File: src/hdl/aftp_pkg.sv
// Shared types and constants of the aspect-fit threshold packer.
// Command and status structs between controller and datapath, register codes.
`timescale 1ns / 1ps

package aftp_pkg;

    localparam int OP_W      = 1;
    localparam int PADDR_W   = 17;
    localparam int PVAL_W    = 8;
    localparam int COL_W     = 9;
    localparam int BROW_W    = 5;
    localparam int BYTE_W    = 8;
    localparam int CFG_IDX_W = 2;
    localparam int CFG_DAT_W = 9;

    localparam logic [OP_W-1:0] OP_WRITE = 1'b0;
    localparam logic [OP_W-1:0] OP_READ  = 1'b1;

    localparam logic [CFG_IDX_W-1:0] CFG_SRC_WIDTH  = 2'd0;
    localparam logic [CFG_IDX_W-1:0] CFG_SRC_HEIGHT = 2'd1;
    localparam logic [CFG_IDX_W-1:0] CFG_COLOR_MODE = 2'd2;
    localparam logic [CFG_IDX_W-1:0] CFG_STATUS_FIX = 2'd3;

    localparam logic [1:0] MODE_MONO = 2'd0;
    localparam logic [1:0] MODE_16   = 2'd1;

    localparam logic [8:0] MAX_MONO = 9'd1;
    localparam logic [8:0] MAX_16   = 9'd15;
    localparam logic [8:0] MAX_256  = 9'd255;

    localparam logic [8:0] RST_SRC_WIDTH  = 9'd160;
    localparam logic [7:0] RST_SRC_HEIGHT = 8'd80;

    localparam logic [15:0] FIX_SW    = 16'd160;
    localparam logic [15:0] FIX_SH    = 16'd80;
    localparam logic [15:0] FIX_X_LO  = 16'd36;
    localparam logic [15:0] FIX_X_HI  = 16'd44;
    localparam logic [15:0] FIX_Y_LO  = 16'd58;
    localparam logic [15:0] FIX_Y_HI  = 16'd67;

    typedef enum logic [1:0] {
        DIV_TH = 2'd0,
        DIV_TW = 2'd1,
        DIV_SX = 2'd2,
        DIV_SY = 2'd3
    } t_div_sel;

    typedef struct packed {
        logic     take;
        logic     div_go;
        t_div_sel div_sel;
        logic     geo;
        logic     col_chk;
        logic     row_chk;
        logic     bit_next;
        logic     idx_calc;
        logic     mem_rd;
        logic     eval;
        logic     out_load;
    } t_cmd;

    typedef struct packed {
        logic req_read;
        logic div_done;
        logic th_big;
        logic col_ok;
        logic row_ok;
        logic last_bit;
        logic out_free;
    } t_status;

endpackage

File: src/hdl/aftp_ctrl.sv
// Controller state machine: sequences fit, column, and per-bit sampling.
// Depends on aftp_pkg; drives aftp_datapath through t_cmd.
`timescale 1ns / 1ps

module aftp_ctrl (
    input  logic              i_clk,
    input  logic              i_rst_n,
    input  aftp_pkg::t_status i_status,
    output aftp_pkg::t_cmd    o_cmd
);

    import aftp_pkg::*;

    typedef enum logic [15:0] {
        S_IDLE    = 16'h0001,
        S_TH_GO   = 16'h0002,
        S_TH_WAIT = 16'h0004,
        S_TW_GO   = 16'h0008,
        S_TW_WAIT = 16'h0010,
        S_GEO     = 16'h0020,
        S_COL     = 16'h0040,
        S_SX_GO   = 16'h0080,
        S_SX_WAIT = 16'h0100,
        S_ROW     = 16'h0200,
        S_SY_GO   = 16'h0400,
        S_SY_WAIT = 16'h0800,
        S_ADDR    = 16'h1000,
        S_READ    = 16'h2000,
        S_EVAL    = 16'h4000,
        S_DONE    = 16'h8000
    } t_state;

    t_state r_state, n_state;

    always_comb begin
        n_state = r_state;
        o_cmd   = '0;
        case (r_state)
            S_IDLE: begin
                o_cmd.take = 1'b1;
                if (i_status.req_read) begin
                    n_state = S_TH_GO;
                end
            end
            S_TH_GO: begin
                o_cmd.div_go  = 1'b1;
                o_cmd.div_sel = DIV_TH;
                n_state       = S_TH_WAIT;
            end
            S_TH_WAIT: begin
                if (i_status.div_done) begin
                    n_state = S_TW_GO;
                end
            end
            S_TW_GO: begin
                if (i_status.th_big) begin
                    o_cmd.div_go  = 1'b1;
                    o_cmd.div_sel = DIV_TW;
                    n_state       = S_TW_WAIT;
                end else begin
                    n_state = S_GEO;
                end
            end
            S_TW_WAIT: begin
                if (i_status.div_done) begin
                    n_state = S_GEO;
                end
            end
            S_GEO: begin
                o_cmd.geo = 1'b1;
                n_state   = S_COL;
            end
            S_COL: begin
                o_cmd.col_chk = 1'b1;
                n_state       = S_SX_GO;
            end
            S_SX_GO: begin
                if (i_status.col_ok) begin
                    o_cmd.div_go  = 1'b1;
                    o_cmd.div_sel = DIV_SX;
                    n_state       = S_SX_WAIT;
                end else begin
                    n_state = S_DONE;
                end
            end
            S_SX_WAIT: begin
                if (i_status.div_done) begin
                    n_state = S_ROW;
                end
            end
            S_ROW: begin
                o_cmd.row_chk = 1'b1;
                n_state       = S_SY_GO;
            end
            S_SY_GO: begin
                if (i_status.row_ok) begin
                    o_cmd.div_go  = 1'b1;
                    o_cmd.div_sel = DIV_SY;
                    n_state       = S_SY_WAIT;
                end else begin
                    o_cmd.bit_next = 1'b1;
                    n_state        = i_status.last_bit ? S_DONE : S_ROW;
                end
            end
            S_SY_WAIT: begin
                if (i_status.div_done) begin
                    n_state = S_ADDR;
                end
            end
            S_ADDR: begin
                o_cmd.idx_calc = 1'b1;
                n_state        = S_READ;
            end
            S_READ: begin
                o_cmd.mem_rd = 1'b1;
                n_state      = S_EVAL;
            end
            S_EVAL: begin
                o_cmd.eval     = 1'b1;
                o_cmd.bit_next = 1'b1;
                n_state        = i_status.last_bit ? S_DONE : S_ROW;
            end
            S_DONE: begin
                if (i_status.out_free) begin
                    o_cmd.out_load = 1'b1;
                    n_state        = S_IDLE;
                end
            end
            default: begin
                n_state = S_IDLE;
            end
        endcase
    end

    always_ff @(posedge i_clk) begin
        if (!i_rst_n) begin
            r_state <= S_IDLE;
        end else begin
            r_state <= n_state;
        end
    end

endmodule

File: config.mk
export PLATFORM = sky130hd
export DESIGN_NAME = aftp_ctrl
export DESIGN_NICKNAME = d
export VERILOG_FILES = /design/src/hdl/aftp_pkg.sv /design/src/hdl/aftp_ctrl.sv
export SDC_FILE = /design/constraint.sdc
export NUM_CORES = 1
export LEC_CHECK = 0
export BUFFER_PORTS_ARGS = -buffer_cell sky130_fd_sc_hd__buf_2
export CAP_MARGIN = 20
export CORE_ASPECT_RATIO = 1.4
export CORE_MARGIN = 1.5
export CORE_UTILIZATION = 47
export CTS_CLUSTER_SIZE = 20
export DETAILED_ROUTE_END_ITERATION = 6
export PLACE_DENSITY = 0.75
export SKIP_LAST_GASP = 1
export SLEW_MARGIN = 5
export SYNTH_ARGS = -nofsm -noshare
export SYNTH_HDL_FRONTEND = slang
export SYNTH_SLANG_ARGS = --single-unit
File: constraint.sdc
create_clock -name i_clk -period 2.5 [get_ports i_clk]
set_input_delay 0.125 -clock i_clk [delete_from_list [all_inputs] [get_ports i_clk]]
set_output_delay 0.125 -clock i_clk [all_outputs]
set_load 0.02 [all_outputs]
==> summary by stage, run 1 <==
Critical path
The worst-case register-to-register setup slack is 330 ps. The required time of the critical path is 2380 ps. STA classifies the critical path endpoint as an output port.

The endpoint identified for the worst register-to-register timing path is r_state[4]. The slowest cell on the critical path is sky130_fd_sc_hd__nor4_1. Traced cell by cell, the critical path runs through nor4_1 > nand3_1 > nor2_1 > nand4_1 > nand2_1 > buf_2. The most critical setup path has its startpoint at r_state[13]. The startpoint identified for the worst register-to-register timing path is r_state[13]. The worst setup path is launched from a flop. The worst setup path is of the flop to output port kind. The maximum single-stage delay on the critical path is 650 ps.

For the worst flop-to-flop path, the logic depth is 6. Grouping stages by cell kind, the critical path spends the most delay in simple AND/OR/NAND/NOR gates. The critical path buffer and inverter count is 1. Of all nets on the critical path, the largest fanout is 10. Data arrives at the worst endpoint at 2230 ps.

Floorplan
The core region is 2390 um^2. The die outline height is 62.3 um. The die covers 2830 um^2.

The floorplan has 21 rows. For this configuration, the core starts out at a cell density of 0.495. The count of pins on the block boundary is 21. In this run the horizontal extent of the chip is 45.4 um.

Layout
The number of nets in the layout is 161. Leaving out fill and tap cells, the most frequent cell in the layout is sky130_fd_sc_hd__buf_2. For this run, the share of the core covered by cells in the final layout is 0.540.

Leaving out fill and tap cells, the most frequent cells in the layout are 20 x sky130_fd_sc_hd__buf_2, 16 x sky130_fd_sc_hd__dfxtp_1, 10 x sky130_fd_sc_hd__nor2_1, 10 x sky130_fd_sc_hd__nand2_1, 7 x sky130_fd_sc_hd__and2_1. The register with the most flip-flops in the layout has 16 of them. The fraction of final layout cells with drive strength greater than 1 is 0.320.

The layout overhead on the synthesized area is 9.21%. With fillers left out, the area of the finished cells amounts to 1290 um^2. r_state holds more flip-flops than any other register. The total inserted antenna cells is 0. In the final layout, the registers with the most flip-flops are r_state (16).

Timing
The clock tree skew after final layout is 1.17 ps. Setup total negative slack on the finished layout was measured at 0 ps. The final-report max-slew violation count is 0. Setup violations remaining at the end of the flow were counted as 0. For the pin with the worst max-slew slack, the measured transition is 686 ps.

The worst hold margin is 135 ps. The number of hold violations in the final report is 0. The clock period minus worst slack is 2350 ps. The upper clock frequency limit is 425 MHz. The fraction of the cycle the final worst path needs is 0.940. Setup repair after global routing left no endpoint under its margin.

The relative max-transition margin is 0.539.

Drt
After detailed routing, the number of vias per cell comes to 6.13. The count of nets left with antenna violations once routing finished came out at 0. The first TritonRoute pass finished after 4 iterations.

In the final routed layout, each cell accounts on average for 16.0 um. The total wire length after detailed routing is 2.94 mm. The iteration-0 DRC count of the detailed router is 52. The number of remaining DRC errors is 0.

The vias after detailed routing is 1128.

Global routing
The first global-routing pass estimated 4.69 mm of wire. Across every metal layer, demand over resource in global routing totals 0.225. The total overflow left after global routing is 0. The number of antenna violations at the first check in global routing is 0. The via count of the first global-routing pass came to 1052.

The pin count of the biggest net entering global routing is 14.

CTS
In this run, post-CTS repair resized a total of 0 instances. The maximum count of clock buffers along a single path is 2. The clock latency of the later-clocked register in the worst-skew pair is 290 ps. TritonCTS built the clock tree.

Clock-pin slew was measured on the worst setup and hold paths at 90 ps. CTS placed an instance of sky130_fd_sc_hd__clkbuf_4 at the clock tree root. The count of hold-fix buffers inserted at cts is 0.

The total number of clock tree sinks is 16. In this run the number of H-tree levels came out at 1. In this run, CTS created clock tree buffers numbering 3. Once the clock tree was built, the setup fixing pass inserted 0 buffers.

Power
In this run the power density over the cells is 633 nW/um^2. The design draws 0.818 mW. The maximum vdd drop is 0.000503 V.

In this run the static leakage power is 0.507 nW.

Synthesis
The number of nets in the synthesized netlist is 145. The gate count of the mapped netlist is 136. The count of cell types in the netlist is 50. The number of enable flip-flop cells after synthesis is 0.

The average size of a mapped cell is 8.69 um^2. The most used flip-flop cell after synthesis is sky130_fd_sc_hd__dfxtp_1. The synthesized flop and latch total is 16. The cell area after synthesis is 1180 um^2. Of all flip-flops after synthesis, the portion carrying an async set or reset was 0. The total number of yosys warnings is 0.

The sequential area share after synthesis is 0.271.

Worst hold path
The path category of the worst min-delay check is primary input to flop. Counting instances, the worst hold path has a depth of 2. The startpoint of the most critical hold path is i_rst_n. The worst hold path terminates at r_state[0].

Place
The final weighted congestion in routability-driven placement is 0.935. The number of input and output port buffers inserted is 20. The half-perimeter wire length after detailed placement is 2.24 mm. The placed standard-cell area is 1260 um^2.

Run
The tool flagged a number of max-cap violations equal to 0.

Run status
The flow ran to the end, and the final reports show no timing, DRC or antenna violations.
worst max path at each step:
stage / endpoint / slack [ps] / cells past startpoint
final: o_cmd[8] / 150 / 6
after global routing: o_cmd[8] / 10 / 6
after CTS: o_cmd[10] / 130 / 7
after detailed placement: r_state[4] / 410 / 6
after global placement: o_cmd[10] / 440 / 7
after floorplan: r_state[14] / 290 / 5
cell usage after synthesis (2+ instances only):
cell type | number | share of area
sky130_fd_sc_hd__o21a_1 | 2 | 0.013
sky130_fd_sc_hd__nor4_1 | 5 | 0.026
sky130_fd_sc_hd__dfxtp_1 | 16 | 0.27
sky130_fd_sc_hd__a2bb2oi_1 | 2 | 0.015
sky130_fd_sc_hd__buf_2 | 2 | 0.0085
sky130_fd_sc_hd__nand2b_1 | 2 | 0.011
sky130_fd_sc_hd__xor2_1 | 2 | 0.015
sky130_fd_sc_hd__clkbuf_1 | 4 | 0.013
sky130_fd_sc_hd__nor2_1 | 10 | 0.032
sky130_fd_sc_hd__buf_6 | 4 | 0.038
sky130_fd_sc_hd__nor4b_1 | 4 | 0.030
sky130_fd_sc_hd__nor3b_1 | 2 | 0.013
sky130_fd_sc_hd__nor3_1 | 6 | 0.025
sky130_fd_sc_hd__nand2_1 | 10 | 0.032
sky130_fd_sc_hd__o21ai_0 | 3 | 0.013
sky130_fd_sc_hd__nor4_2 | 4 | 0.042
sky130_fd_sc_hd__nand3_1 | 6 | 0.025
sky130_fd_sc_hd__nand4_1 | 4 | 0.021
sky130_fd_sc_hd__or4_4 | 3 | 0.029
sky130_fd_sc_hd__inv_1 | 5 | 0.016
sky130_fd_sc_hd__a21oi_1 | 4 | 0.017
sky130_fd_sc_hd__a21boi_0 | 2 | 0.013
sky130_fd_sc_hd__and2_1 | 7 | 0.037
routing by layer:
| layer | share of wire | track usage | up-vias |
|---|---|---|---|
| met4 | 0.079 | 0.217 | 0 |
| met3 | 0.055 | 0.0494 | 22 |
| li1 | - | - | 535 |
| met5 | 0 | 0 | - |
| met1 | 0.38 | 0.249 | 522 |
| met2 | 0.49 | 0.329 | 49 |
cell families after synthesis:
kind of cell,Yosys count,share of synthesized area
AND/OR/NAND/NOR,77,0.443
AO/OA/AOI/OAI,23,0.167
flip-flops,16,0.271
buffers and inverters,15,0.0751
XOR/XNOR,3,0.0222
multiplexers,2,0.0212
power by group:
part           switching (mW)  total [mW]  internal (mW)
Clock                  0.0842       0.140         0.0562
Combinational           0.205       0.368          0.163
Sequential             0.0378       0.309          0.271
area by class of cell:
class                      instances  area (um^2)
clock buffer                       3         22.5
fill                             219         1100
inverter                           5         18.8
multi-input combinational        105          779
sequential                        16          320
tap                               34         42.5
timing repair buffer              21          108
worst register-to-register path: cells and delay by family (launching register included):
| family | cells | cell delay [ps] |
|---|---|---|
| DFF | 1 | 400 |
| and+or+nand+nor | 3 | 1020 |
| AOI/OAI and AO/OA | 3 | 670 |
per-stage QoR:
| step | instances | setup slack (ps) |
|---|---|---|
| after floorplan | 136 | 290 |
| after global placement | 181 | 439 |
| after detailed placement | 181 | 413 |
| after CTS | 184 | 132 |
| after global routing | 184 | 13.1 |
| final | 184 | 149 |
(Power assumes the default switching activity.)
==> run 2: changes to the inputs <==
--- a/config.mk
+++ b/config.mk
@@ -8,7 +8,7 @@
 export BUFFER_PORTS_ARGS = -buffer_cell sky130_fd_sc_hd__buf_2
 export CAP_MARGIN = 20
 export CORE_ASPECT_RATIO = 1.4
-export CORE_MARGIN = 1.5
+export CORE_MARGIN = 2
 export CORE_UTILIZATION = 47
 export CTS_CLUSTER_SIZE = 20
 export DETAILED_ROUTE_END_ITERATION = 6
==> summary by stage, run 2 (synthesis gave the netlist of run 1 again) <==
Run status
The flow ran to the end, and the final reports show no timing, DRC or antenna violations.

Layout
The number of cells in the finished layout apart from fillers is 184. Ranked by flip-flop count, first place goes to r_state. The filler cell count is 243. The fraction of final layout cells with drive strength greater than 1 is 0.327. The top cell types in the final layout, fill and taps aside, are 20 x sky130_fd_sc_hd__buf_2, 16 x sky130_fd_sc_hd__dfxtp_1, 10 x sky130_fd_sc_hd__nor2_1, 10 x sky130_fd_sc_hd__nand2_1, 7 x sky130_fd_sc_hd__and2_1. The repair_antennas step left the layout with diodes totalling 0. The largest registers in the layout are r_state (16). The layout overhead on the synthesized area is 9.74%. Leaving out fill and tap cells, the most frequent cell in the layout is sky130_fd_sc_hd__buf_2. At the end of the flow, the number of nets in the layout was 161. The flip-flop count of the largest register after layout is 16.

Timing
The number of setup violations in the final report is 0. Setup repair after global routing left no endpoint under its margin. The final-report max-slew violation count was 0. The relative max-transition margin is 0.612. The number of hold violations in the final report is 0. The clock tree skew after final layout is 6.81 ps. The worst path in the final design needs a cycle of 2340 ps, including I/O delays and setup. The fraction of the cycle the final worst path needs is 0.937. Adding up every negative setup slack in the final design gives 0 ps.

Static timing analysis puts the maximum clock frequency at 427 MHz. The actual slew at the worst max-slew pin is 577 ps.

Power
Dividing total power by cell area gives a power density of 630 nW/um^2. Power comes to 0.818 mW. The worst-case IR drop observed on VDD is 0.000489 V. The static leakage power is 0.509 nW.

Critical path
The number of logic stages on the critical path including buffering is 8. The beginning of the critical path is r_state[10]. Walking the worst path, the cells encountered are nor4_2 > buf_4 > nand2_1 > nor2_1 > nand4_1 > nand2_1 > a31o_2 > buf_2.

The largest individual stage delay along the critical path comes from the cell sky130_fd_sc_hd__dfxtp_1. For the worst setup path, the data arrival time is 2220 ps. The depth of the most critical reg-to-reg path is 6.

The maximum fanout encountered on the critical timing path is 8. The setup path with the least slack is of type flop to output port. The element type at the critical path start is a flop. On the critical path the largest part of the delay comes from simple AND/OR/NAND/NOR gates.

The capture point of the worst path is o_cmd[10]. The number of buffers and inverters on the critical path is 2. The worst register-to-register path ends at r_state[11].

The most frequent cell on the critical path is sky130_fd_sc_hd__nand2_1. In this run the critical register-to-register path is launched from r_state[6]. The maximum single-stage delay on the critical path is 430 ps. The setup check on the worst reg-to-reg path leaves a slack of 360 ps. The worst setup path is captured at an output port. At the worst endpoint, the required time is 2380 ps.

Global routing
Across every metal layer, demand over resource in global routing totals 0.223. The sum of overflow across all layers after global routing is 0. The global-route wire length before repair is 4.77 mm. The pin count of the biggest net entering global routing is 14. The number of antenna violations at the first check in global routing is 0.

The via count of the first global-routing pass was 1044.

CTS
Counting the buffers created by CTS gives 3. The H-tree depth is 1. The clock latency of the later-clocked register in the worst-skew pair is 300 ps. No sink is reached through more buffers than the 2 on the longest clock path. The total number of clock tree sinks is 16. Clock-pin slew was measured on the worst setup and hold paths at 100 ps. The cell sitting at the root of the clock tree is a sky130_fd_sc_hd__clkbuf_4. The CTS tree is yes.

Drt
Across all layers, the routed design uses 1089 vias. The number of remaining DRC errors is 0. The post-route antenna net violation count is 0.

After detailed routing, the average wire length per cell comes to 16.1 um. After detailed routing, the number of vias per cell comes to 5.92. The first routing iteration left 42 violations. The final layout contains routed wiring with a total length of 2.96 mm. Before antenna repair, the detailed router went through 4 iterations.

Place
The number of input and output port buffers inserted is 20. The half-perimeter wire length after detailed placement is 2.29 mm. The number of placed instances with taps included is 181. At the end of routability-driven placement, the weighted congestion stood at 0.929.

Floorplan
For this design the top-level I/O count stands at 21. The core area is 2390 um^2. The die outline height is 63.3 um. Measured along the x axis, the die boundary spans 46.4 um.

The die covers 2940 um^2. The initial utilization of the core area, before any placement, comes to 0.495. After floorplanning, the core was divided into 21 placement rows.

Worst hold path
The worst hold path belongs to the class primary input to flop.

Run
The number of max-cap violations is 0.
==> run 2: cell counts in the layout (fill, tap and decap cells not counted) <==
Identical to the previous run, type by type.
==> run 2: worst min-delay path by stage <==
stage | startpoint | end | depth (start not counted)
floorplan | i_rst_n | r_state[11] | 1
global placement | i_rst_n | r_state[0] | 2
detailed placement | i_rst_n | r_state[0] | 2
CTS | i_rst_n | r_state[0] | 2
global route | i_rst_n | r_state[0] | 2
finish | i_rst_n | r_state[0] | 2
==> run 2: power breakdown <==
part,internal (mW),switching (mW)
combinational,0.163,0.201
clock,0.0562,0.0871
sequential,0.271,0.0390
total,0.490,0.327
==> run 2: layout make-up <==
class                      instances  area, um^2  share of cell area
clock buffer                       3        22.5              0.0174
inverter                           5        18.8              0.0145
multi-input combinational        105         786               0.606
sequential                        16         320               0.247
tap                               34        42.5              0.0328
timing repair buffer              21         108              0.0829
==> run 2: routing by layer <==
metal  vias up  routed length [um]  GRT usage
li1        539                   -          -
met1       505                1150      0.237
met2        34                1590      0.391
met3        11                 115     0.0315
met4         0                 103      0.125
met5         -                   0          0
==> run 2: repair_timing <==
action / in CTS / in global routing
setup endpoints to repair: 0 / 3
resized for setup: 0 / 2
hold buffers: 0 / 0
setup buffers: 0 / 0
==> run 2: per-stage QoR <==
stage	util	cell area, um^2	hold slack, ps	setup WS (ps)
floorplan	-	1180	279	290
global placement	0.528	1260	420	433
detailed placement	0.528	1260	429	351
CTS	0.537	1280	118	112
global route	0.543	1300	125	19.3
finish	0.543	1300	132	159
==> run 3: changes to the inputs <==
--- a/config.mk
+++ b/config.mk
@@ -8,7 +8,7 @@
 export BUFFER_PORTS_ARGS = -buffer_cell sky130_fd_sc_hd__buf_2
 export CAP_MARGIN = 20
 export CORE_ASPECT_RATIO = 1.4
-export CORE_MARGIN = 2
+export CORE_MARGIN = 1
 export CORE_UTILIZATION = 47
 export CTS_CLUSTER_SIZE = 20
 export DETAILED_ROUTE_END_ITERATION = 6
==> constraint.sdc (replaced) <==
create_clock -name i_clk -period 2.5 [get_ports i_clk]
set_input_delay 0.125 -clock i_clk [delete_from_list [all_inputs] [get_ports i_clk]]
set_output_delay 0.125 -clock i_clk [all_outputs]
set_load 0.05 [all_outputs]
==> summary by stage, run 3 (synthesis gave the netlist of run 1 again) <==
Layout
In the final layout, the registers with the most flip-flops are r_state (16). Once layout is complete, the utilization of the core stands at 0.556. The register name with the most flops is r_state. In the layout the commonest cells are 20 x sky130_fd_sc_hd__buf_2, 16 x sky130_fd_sc_hd__dfxtp_1, 10 x sky130_fd_sc_hd__nor2_1, 10 x sky130_fd_sc_hd__nand2_1. The total inserted antenna cells is 0. The library cell used most frequently in the layout, excluding fill and tap cells, is sky130_fd_sc_hd__buf_2. The filler cells instantiated in the layout total 228. Of the cells placed in the final design, the portion with a size suffix greater than 1 is 0.353. The layout overhead on the synthesized area is 12.5%. The area of all placed cells without fillers is 1330 um^2. The flip-flop count of the largest register after layout is 16.

The number of nets in the layout is 161.

Floorplan
The initialized floorplan defines 21 standard-cell rows. The core area is 2390 um^2. The effective utilization at floorplan is 0.495. The die span in x is 44.4 um. In this run the vertical extent of the chip is 61.3 um. The count of pins on the block boundary is 21.

The floorplan step defined a die boundary enclosing 2720 um^2.

CTS
The later pin in the worst-skew pair is clocked with a latency of 290 ps. CTS built an H-tree with a depth of 1. The clock transition at the registers of the reported paths is 90 ps. The clock passes through at most 2 buffers. In this run, post-CTS hold repair placed 0 buffers. The number of clock buffers inserted by TritonCTS is 3. The total number of clock tree sinks is 16.

TritonCTS built the clock tree. The buffer type at the clock tree root is sky130_fd_sc_hd__clkbuf_4.

Drt
The vias after detailed routing is 1104. The count of nets left with antenna violations once routing finished came out at 0. Dividing the detail-routed via count by the number of cells gives 6.00. The first routing iteration left 30 violations. Summed over all layers, the routed wires come to 2.79 mm. For this run, design rule violations remaining after detail routing come to 0.

The first detailed-routing pass ran for 4 iterations. The routed wire length per instance is 15.2 um.

Global routing
The number of antenna violations at the first check in global routing is 0. The via count of the first global-routing pass is 1036. The global-route wire length before repair is 4.77 mm. In the global route stage, overall resource usage came out at 0.238.

The sum of overflow across all layers after global routing is 0. The pin count of the biggest net entering global routing is 14.

Timing
Dividing the final minimum period by the clock period gives 0.966. Across all setup checks in the final design, the least slack found is 85.9 ps. The relative max-transition margin is 0.660. The final-report max-slew violation count came to 0. The actual slew at the worst max-slew pin is 504 ps. The smallest clock period supported by the final layout is computed as 2410 ps. For this run, the top clock speed supported by timing is 414 MHz. The number of setup violations in the final report is 0. The number of hold violations in the final report is 0. The clock tree skew after final layout is 2.46 ps. Setup repair after global routing could not meet its margin everywhere.

Run
The number of max-cap violations is 0.

Critical path
The startpoint-to-endpoint class of the critical path is flop to output port. The arrival time reported for the critical path endpoint is 2290 ps. The startpoint identified for the worst register-to-register timing path is r_state[13]. The kind of cell adding the most delay to the critical path is simple AND/OR/NAND/NOR gates. The slowest cell on the critical path is sky130_fd_sc_hd__or4_4. The maximum fanout encountered on the critical timing path is 10.

The most critical setup path has its startpoint at r_state[13]. The critical path buffer and inverter count is 1. For this run, the slowest stage of the critical path takes 680 ps.

The critical path goes through or4_4 > nor2_1 > nand4_1 > nand2_1 > a31o_2 > buf_2. The worst setup path is captured at an output port. The worst setup path is launched from a flop. Data on the critical path is required at its endpoint by 2380 ps.

Power
Across the VDD grid, the largest voltage drop is 0.000516 V. Internal power comes to 0.491 mW. The share of total power dissipated in combinational logic is 0.474.

The share of total power dissipated in the clock network is 0.162. In this run the static leakage power is 0.517 nW. Power spread over the standard cell area amounts to 643 nW/um^2. Of the total power, the share spent switching nets is 0.426. The register share of total power is 0.364. The net switching component of the power is 0.365 mW.

Place
Routability-driven placement finished with a final weighted congestion of 0.870. The half-perimeter wire length after detailed placement is 2.14 mm. The placed standard-cell area is 1290 um^2. Input and output buffers added on the ports amount to 20. Timing analysis after detailed placement gives a worst setup slack of 325 ps.

Worst hold path
The worst hold path belongs to the class primary input to flop. The startpoint of the most critical hold path is i_rst_n.

Run status
The run finished with clean final reports.
run 3: final timing paths:
kind	endpoint	slack, ps	cells after the start
hold reg to reg	r_state[11]	570	2
setup reg to reg	r_state[12]	460	6
setup / recovery	o_cmd[10]	90	6
hold / removal	r_state[0]	110	2
run 3: cell type report:
cell class              instances  area [um^2]  area share
clock buffers                   3         22.5      0.0169
inverters                       5         18.8      0.0141
multi-input cells             105          818       0.615
flip-flops and latches         16          320       0.241
well taps                      34         42.5      0.0320
repair buffers                 21          108      0.0809
run 3: power groups by stage:
stage                     Sequential (mW)  Combinational (mW)  Clock (mW)
after floorplan                     0.288               0.347           0
final                               0.311               0.405       0.139
after global routing                0.315               0.439       0.142
after detailed placement            0.312               0.397           0
after global placement              0.310               0.397           0
after CTS                           0.309               0.404       0.139
run 3: metal layers:
layer	track usage	wire length, um	vias to the layer above
li1	-	-	537
met1	0.283	1180	529
met2	0.410	1410	29
met3	0.0235	96	9
met4	0.143	103	0
met5	0	0	-
run 3: timing repair:
item	CTS	global route
endpoints found under the setup margin	1	4
buffers inserted	0	0
resized for setup	1	2
run 3: through the flow:
step           power, mW  setup TNS [ps]  cells  hold slack [ps]
2_1_floorplan      0.636               0    136              279
3_3_place_gp       0.707               0    181              419
3_5_place_dp       0.709               0    181              420
4_1_cts            0.853               0    184              117
5_1_grt            0.896           -66.9    184              137
6_report           0.855               0    184              109
